`config.mk`:
```
export PLATFORM = sky130hd
export DESIGN_NAME = nrc_ctrl
export DESIGN_NICKNAME = d
export VERILOG_FILES = /design/src/rtl/nrc_pkg.sv /design/src/rtl/nrc_ctrl.sv
export SDC_FILE = /design/constraint.sdc
export NUM_CORES = 1
export LEC_CHECK = 0
export BUFFER_PORTS_ARGS = -buffer_cell sky130_fd_sc_hd__buf_4
export CAP_MARGIN = 20
export CORE_AREA = 2 2 39 41
export CTS_CLUSTER_SIZE = 24
export DETAILED_ROUTE_END_ITERATION = 6
export DIE_AREA = 0 0 41 43
export MAX_ROUTING_LAYER = met4
export PLACE_DENSITY = 0.66
export SLEW_MARGIN = 10
export SYNTH_ARGS = -nofsm -noshare
export SYNTH_HDL_FRONTEND = slang
export SYNTH_SLANG_ARGS = --single-unit
```
`constraint.sdc`:
```
create_clock -name clk -period 2.38 [get_ports clk]
set_input_delay 0.357 -clock clk [delete_from_list [all_inputs] [get_ports clk]]
set_output_delay 0.357 -clock clk [all_outputs]
set_load 0.02 [all_outputs]
```
`src/rtl/nrc_pkg.sv`:
```
`timescale 1ns / 1ps

package nrc_pkg;

    localparam int MAX_RANGES = 64;
    localparam int COORD_BITS = 32;
    localparam int IDX_W      = (MAX_RANGES > 1) ? $clog2(MAX_RANGES) : 1;
    localparam int CNT_W      = $clog2(MAX_RANGES + 1);

    // Fixed field widths of the channels
    localparam int FIELD_W    = 32;
    localparam int RES_W      = 6;

    typedef struct packed {
        logic load;     // input item taken this cycle
        logic rd_ref;   // read the reference range at index i
        logic cap_ref;  // latch reference range, clear tallies, rewind j
        logic scan;     // read entry j and advance j
        logic next_i;   // advance to the next reference range
        logic finish;   // empty the set
    } nrc_cmd_t;

    typedef struct packed {
        logic full;
        logic j_last;
        logic i_last;
    } nrc_stat_t;

endpackage

```
`src/rtl/nrc_ctrl.sv`:
```
`timescale 1ns / 1ps

module nrc_ctrl (
    input  logic              clk,
    input  logic              rst_n,
    input  logic              in_valid,
    input  logic              in_last,
    output logic              in_ready,
    output logic              out_valid,
    input  logic              out_ready,
    input  nrc_pkg::nrc_stat_t stat,
    output nrc_pkg::nrc_cmd_t  cmd
);

    typedef enum logic [5:0] {
        ST_LOAD    = 6'b000001,
        ST_REF_RD  = 6'b000010,
        ST_REF_CAP = 6'b000100,
        ST_SCAN    = 6'b001000,
        ST_DRAIN   = 6'b010000,
        ST_OUT     = 6'b100000
    } state_t;

    state_t state_reg;
    state_t state_next;

    always_ff @(posedge clk or negedge rst_n)
    begin
        if (!rst_n)
        begin
            state_reg <= ST_LOAD;
        end
        else
        begin
            state_reg <= state_next;
        end
    end

    always_comb
    begin
        state_next = state_reg;
        cmd        = '0;
        in_ready   = 1'b0;
        out_valid  = 1'b0;
        case (state_reg)
            ST_LOAD:
            begin
                in_ready = 1'b1;
                if (in_valid)
                begin
                    cmd.load = 1'b1;
                    if (in_last)
                    begin
                        state_next = ST_REF_RD;
                    end
                end
            end
            ST_REF_RD:
            begin
                cmd.rd_ref = 1'b1;
                state_next = ST_REF_CAP;
            end
            ST_REF_CAP:
            begin
                cmd.cap_ref = 1'b1;
                state_next  = ST_SCAN;
            end
            ST_SCAN:
            begin
                cmd.scan = 1'b1;
                if (stat.j_last)
                begin
                    state_next = ST_DRAIN;
                end
            end
            ST_DRAIN:
            begin
                // last compare lands this cycle
                state_next = ST_OUT;
            end
            ST_OUT:
            begin
                out_valid = 1'b1;
                if (out_ready)
                begin
                    if (stat.i_last)
                    begin
                        cmd.finish = 1'b1;
                        state_next = ST_LOAD;
                    end
                    else
                    begin
                        cmd.next_i = 1'b1;
                        state_next = ST_REF_RD;
                    end
                end
            end
            default:
            begin
                state_next = ST_LOAD;
            end
        endcase
    end

endmodule

```
==> metrics.cfg <==
[outcome]
status=completed

[die]
die_w_um=41
start_util_pct=32.5
dieArea_um2=1760
core_area_um2=1380
num_io_pins=16
die_h_um=43
rows=14

[yosys]
synth_fa_ha_area_share_pct=0
ys_ff_latch=6
synth-xor-area-share_pct=1.94
avgSynthCellArea_um2=9.58
syn_inst=47
netlist_area_um2=450
synth_simple_gate_area_share_pct=43.9
yosysSeqAreaShare_pct=33.6
yosysWarningCount=0
synth_top_family_by_area=simple AND/OR/NAND/NOR gates
synth_compound_area_share_pct=11.1
synth_cell_types=29
synth_fp_nets=55
synthMuxAreaShare_pct=0

[sta]
finClkSkew_ps=2.51
post-route-min-period_ps=2160
fin_tns_setup_ps=0
slew_violations=0
tightest_slew_ps=666
setup_viol=0
grt_setup_unrepaired=false
hold_viol=0
max_freq_mhz=463
min_period_over_period_pct=90.8
slew_headroom_pct=55.2

[power]
ir_worst_vdd_mv=0.171
power.density_nw_per_um2=478
p_leak_nw=0.297

[cts]
path_clk_slew_ps=50
cts_resized=0
cts_tree=done
cts_buffers=3
cts.sinks=6
cts-root-buf=clkbuf_4
h-tree-depth=1
clk_path_buf_depth=2
insertion_delay_ps=250

[worst_setup_path]
path_cells=nor4_1 > and3b_1 > buf_4
crit_path_end_kind=output port
worst_ep_arrival_time_ps=1800
cp.required_ps=2020
critPathTopFamily=simple AND/OR/NAND/NOR gates
rr_endpoint=state_reg[0]
worst_r2r_path_depth=3
critical-path-max-stage-delay_ps=640
cpMaxStageDelayCell=nor4_1
crit_buf_inv=1
path_class=register to output port
critPathLaunchType=register
cp_max_fo=11
r2r_start=state_reg[5]
rrSetupSlack_ps=820

[layout]
fillers=153
layout_common_cells=14 x buf_4, 5 x dfrtp_1, 4 x nor2_1, 4 x and3_1
synthToLayoutAreaGrowth_pct=28.9
n_antenna_cell=0
largest_reg_flops=6
layout.nets=72
stdcell_count=79
final_common_cell=buf_4
fin_util_pct=42.0
drive_gt1_share_pct=34.9

[route]
routed_wl_um=952
via_count=409
wl_per_cell_um=12.1
dr.pass1.iters=4
routed_via_density=5.18
ant_nets=0
initialDrtViolationCount=7
drcViolationCount=0

[global_routing]
grt_pass1_wl_um=1590
antenna_found_initial=0
overflow=0
gr-usage-all-layers_pct=13.4
grt_max_degree=12
grt_pass1_vias=364

[placement]
place_hpwl_um=719
gp_congestion=0.789
io_buffers=14
placed_cells=74

[min_path]
min_path_type=input pin to register
hold_path_depth=4
hold_start=stat[1]
min_to=state_reg[3]

[run]
cap_violations=0

-- Yosys cell counts (all sizes together) --
cell type / count / area [um^2]
a2111oi: 1 / 15.0
a21oi: 2 / 10.0
a221o: 1 / 10.0
and2: 1 / 6.26
and3: 4 / 25.0
and3b: 3 / 26.3
and4: 1 / 8.76
buf: 3 / 31.3
dfrtp: 5 / 125
dfstp: 1 / 26.3
inv: 3 / 11.3
nand3: 1 / 5.00
nand4: 1 / 6.26
nand4b: 1 / 8.76
nor2: 4 / 15.0
nor2b: 2 / 12.5
nor3: 1 / 5.00
nor3b: 3 / 27.5
nor4: 1 / 6.26
nor4b: 2 / 17.5
o211a: 1 / 10.0
o21ai: 1 / 5.00
or2b: 1 / 7.51
or3b: 1 / 8.76
or4: 1 / 11.3
xor2: 1 / 8.76
-- metrics by stage --
step	area [um^2]	hold WS (ps)	power [mW]	setup WS, ps
after floorplan	450	61.4	0.149	710
after global routing	581	391	0.294	88.2
after CTS	581	383	0.282	192
final	581	384	0.277	219
after detailed placement	544	168	0.173	480
after global placement	544	165	0.173	501
-- routing by layer --
metal | GRT usage [%] | vias up | share of wire [%]
li1 | - | 207 | -
met1 | 19.0 | 187 | 47
met2 | 17.5 | 12 | 45
met3 | 3.14 | 3 | 5.6
met4 | 6.00 | 0 | 1.6
met5 | - | - | 0
-- how the worst max path moves through the flow --
stage	from	end	slack, ps	cells past startpoint
2_1_floorplan	state_reg[5]	cmd[2]	710	3
3_3_place_gp	state_reg[5]	cmd[4]	500	3
3_5_place_dp	state_reg[5]	cmd[4]	480	3
4_1_cts	state_reg[5]	cmd[4]	190	3
5_1_grt	state_reg[5]	cmd[4]	90	3
6_report	state_reg[5]	cmd[4]	220	3
-- layout make-up --
type	count	area, um^2	share of cell area (%)
clock buffers	4	26.3	4.53
multi-input cells	35	256	44.2
well taps	16	20.0	3.45
inverters	3	11.3	1.94
repair buffers	15	115	19.8
flip-flops and latches	6	151	26.1
-- timing repair --
item,4_1_cts,5_1_grt
endpoints found under the hold margin,5,0
hold buffers,1,0
setup buffers,0,0
-- power breakdown --
| group | internal [mW] | switching (mW) |
|---|---|---|
| clock | 0.0638 | 0.0413 |
| combinational | 0.0301 | 0.0274 |
| sequential | 0.108 | 0.00683 |
-- cell families after synthesis --
kind of cell	count (synthesis)
AO/OA/AOI/OAI	6
XOR/XNOR	1
buffers and inverters	6
flip-flops	6
AND/OR/NAND/NOR	28
-- worst reg2reg max path, stage by stage (launching register included) --
cell and delay, ps:
dfrtp_1 470, nor4_1 640, and4_1 310, a2111oi_2 60
(Power assumes the default switching activity.)
